==> src/hw/rtl/mssc_ram.sv <==
// ============================================================================
// mssc_ram: generic single-port RAM
// One write or one read per cycle, read data registered.
// ============================================================================
`default_nettype none
module mssc_ram #(
   parameter int Width = 8,
   parameter int Depth = 16
) (
   input  wire logic                     clock,
   input  wire logic                     wr_en,
   input  wire logic [$clog2(Depth)-1:0] addr,
   input  wire logic [Width-1:0]         wr_data,
   output logic      [Width-1:0]         rd_data
);
   logic [Width-1:0] mem [Depth];

   always_ff @(posedge clock) begin
      if (wr_en) begin
         mem[addr] <= wr_data;
      end
      rd_data <= mem[addr];
   end
endmodule
`default_nettype wire

==> config.mk <==
export PLATFORM = sky130hd
export DESIGN_NAME = mssc_ram
export DESIGN_NICKNAME = d
export VERILOG_FILES = /design/src/hw/rtl/mssc_ram.sv
export SDC_FILE = /design/constraint.sdc
export NUM_CORES = 1
export LEC_CHECK = 0
export ABC_CLOCK_PERIOD_IN_PS = 1470
export BUFFER_PORTS_ARGS = -buffer_cell sky130_fd_sc_hd__buf_4
export CORE_ASPECT_RATIO = 1.75
export CORE_MARGIN = 5
export CORE_UTILIZATION = 45
export DETAILED_ROUTE_END_ITERATION = 8
export PLACE_DENSITY_LB_ADDON = 0.25
export SLEW_MARGIN = 20
export SYNTH_ARGS = -nofsm -noshare
export SYNTH_HDL_FRONTEND = slang
export SYNTH_SLANG_ARGS = --single-unit
==> constraint.sdc <==
create_clock -name clock -period 1.47 [get_ports clock]
set_input_delay 0.0735 -clock clock [delete_from_list [all_inputs] [get_ports clock]]
set_output_delay 0.0735 -clock clock [all_outputs]
set_load 0.02 [all_outputs]
; Word-level counts from Yosys, hierarchy flattened
; Memory sizes are Yosys's and may differ from the RTL's. A register that Yosys moved wholly into a read port is not among the register bits.
; Index checks and enable logic that the tools add are counted.
[op_classes]
mux = 2
[ops]
columns = operator, n
row1 = two-way mux 1 bit, 2
[totals]
mem_count = 1
regBits = 0
ramBits = 128
[mem_list]
columns = memory, depth, word_bits, rd, rd_clocked_by_memory_dff, wr, line
row1 = mem, 16, 8, 1, 1, 1, 16  ; logic [Width-1:0] mem [Depth];

; Longest topological paths before layout
[depth]
ltp_word = 2
ltp_mapped = 5
ltp_nobuf = 3

; Least setup slack after synthesis
; No wires, ideal clock.
[synth_timing]
kind = input to register
from = in addr[2]
to = mem mem[0][0], enable pin
t_required_ns = 1.087
arrival_time_ns = 1.183
stages = 2
setup_slack_ns = -0.097
path_cell_list = or3b_2 > nor3_1
[synth_rtl]
columns = item, line
row1 = from (decl), 12  ; input wire logic [$clog2(Depth)-1:0] addr,
row2 = to (decl), 16
; No word-level cell before the write port.

==> run metrics <==
Worst-path clk slew=50 ps; Syn Std Cell Area=0.00507 mm2; Placer Congestion=0.764; crit path launch=mem[3][6]; critical path class=register to register; layout cell share with drive strength beyond 1=36.8%; cts bufs inserted=17; hold path start=addr[0]; CTS sink count=136; Worst Path Required=1760 ps; Rows=51; DRT iter0 DRCs=327; Post-CTS Resized=0; Layout Utilization=56.3%; yosys warns=0; asr flop ratio synth=0%; Placeable Area=0.0111 mm2; final wirelength=9.89 mm; Slew HR=34.2%; Synth Flop Type=edfxtp_1; Placed Cells=407; Area growth, synth to finish=23.4%; Seq/Total Area, Yosys=79.0%; DR pass1 iterations=5; CTS tree=yes; port bufs=21; initial antenna violation count=0; min cycle time layout=1340 ps; Final setup viols=0; die span in y=150 um; Cell variety after synth=18; FMAX=748 MHz; static leakage=2.13 nW; CP Max Fanout=1; H-tree levels=4; largest net degree at the start of global routing=24; Vias/cell=5.51; Tightest Hold Check Type=input pin to register; Mapped Cells=230; reg-to-reg slack, setup=130 ps; total gr overflow=0; Worst Tran Pin Value=986 ps; Worst path slowest cell=mux4_2; via count=2462; number of nets with antenna violations after routing=0; global-route wire length before repair=15.6 mm; clock buffer depth=2; peak supply drop=0.883 mV; vias in the first global route=2684; nets@finish=316; DRC errors left=0; worst path bufs/invs=0; Final Hold Fails=0; Initial Util=45.6%; EDFF count, synth=128; Critical Path Sink Type=register; status=finished clean; die area=0.0136 mm2; startpoint class of the critical path=register; Layout Skew=10.3 ps; Max Slew Vio Count=0; wire per inst=22.1 um; critical path arrival=1620 ps; Finished Layout Cells=447; unrepaired setup endpoints after global routing=false; Syn Nets=244; delay-heaviest family, CP=multiplexers; Worst-Skew Late Latency=410 ps; critical-path cell list=mux4_2 > a22oi_1 > nand2_1; I/O pin total=22; Root Buffer=clkbuf_16; RR Startpoint=mem[3][6]; total of max-cap violations=0; post-synthesis register bit count=136; Die X=90.2 um; Final HPWL DP=6.85 mm; Pwr Density=1400 mW/mm2; Global Route Usage Sum=16.1%; Antenna diodes=0; syn avg cell area=22.0 um2; fin crit share=91.0%; Worst path max stage delay=470 ps
tightest hold or removal path, stage by stage:
cell and delay [ps]:
buf_4 140, mux4_2 220, a22oi_1 100, nand2_1 70
logic make-up (layout without fill, tap and decap cells):
group                  count (synthesis)  count (layout)  synth area share [%]
multiplexers                          32              32                  14.2
buffers and inverters                 11              96                  1.19
AO/OA/AOI/OAI                         16              16                  2.37
flip-flops                           136             136                  79.0
AND/OR/NAND/NOR                       35              35                  3.21
path summary, 6_finish.rpt:
| path | depth (start not counted) | endpoint |
|---|---|---|
| max | 3 | rd_data[6] |
| min | 4 | rd_data[7] |
| max reg2reg | 3 | rd_data[6] |
| min reg2reg | 3 | rd_data[7] |
cell type report:
| cell class | count | area (um2) |
|---|---|---|
| Clock buffer | 29 | 520 |
| Clock inverter | 3 | 40.0 |
| Fill cell | 847 | 4850 |
| Multi-Input combinational cell | 83 | 1010 |
| Sequential cell | 136 | 4000 |
| Tap cell | 132 | 165 |
| Timing Repair Buffer | 64 | 513 |
per-stage QoR:
| step | hold slack (ps) | TNS, ps | worst slack [ps] | cell area [um2] | power [W] |
|---|---|---|---|---|---|
| after floorplan | 172 | -2740 | -41.6 | 5070 | 0.00469 |
| after global placement | 386 | -154 | -58.8 | 5610 | 0.00492 |
| after detailed placement | 394 | -306 | -41.0 | 5610 | 0.00493 |
| after CTS | 213 | 0 | 102 | 6250 | 0.00887 |
| after global routing | 245 | 0 | 72.8 | 6250 | 0.00909 |
| final | 234 | 0 | 133 | 6250 | 0.00877 |
repair_timing:
item / in CTS / in global routing
setup buffers: 0 / 0
hold buffers: 8 / 0
endpoints found under the hold margin: 128 / 0
registers in the layout, summed over array words and instances, names as in the netlist:
name / count
mem: 128
rd_data: 8
Yosys cell counts (all sizes together), types with 2 or more instances:
| cell | instances | area [um2] |
|---|---|---|
| clkbuf | 3 | 12.5 |
| mux4 | 32 | 721 |
| edfxtp | 128 | 3840 |
| nand2 | 9 | 33.8 |
| a22oi | 16 | 120 |
| nor2b | 2 | 12.5 |
| dfxtp | 8 | 160 |
| nor3 | 4 | 20.0 |
| nand2b | 2 | 12.5 |
| buf | 8 | 47.5 |
| nor2 | 13 | 48.8 |
| nand3b | 2 | 15.0 |
power breakdown:
group	internal, W	switching (W)
registers	0.00434	0.0000259
logic	0.000228	0.000263
clock network	0.00255	0.00136
cells in the final DEF (no fill, tap or decap):
cell and count:
edfxtp_1 128, buf_4 55, mux4_2 32, clkbuf_16 17, a22oi_1 16, nor2_1 12, nand2_1 9, dlygate4sd3_1 8
dfxtp_1 8, clkbuf_1 7, clkbuf_8 5, nor3_1 3, nor2b_1 2, nand3b_1 2, nand2b_1 2, clkinv_2 2
and2_1 1, nand3_1 1, or3b_2 1, nor2_2 1, nor3_2 1, bufinv_16 1, buf_12 1
layer usage:
metal / global-route usage, % / share of wire [%] / routed length, um
met4: 6.93 / 1.5 / 153
met1: 18.6 / 38 / 3760
met2: 27.8 / 56 / 5560
met3: 4.70 / 4.2 / 419
met5: 0 / 0 / 0
No activity file was read; power rests on OpenSTA's default activity.
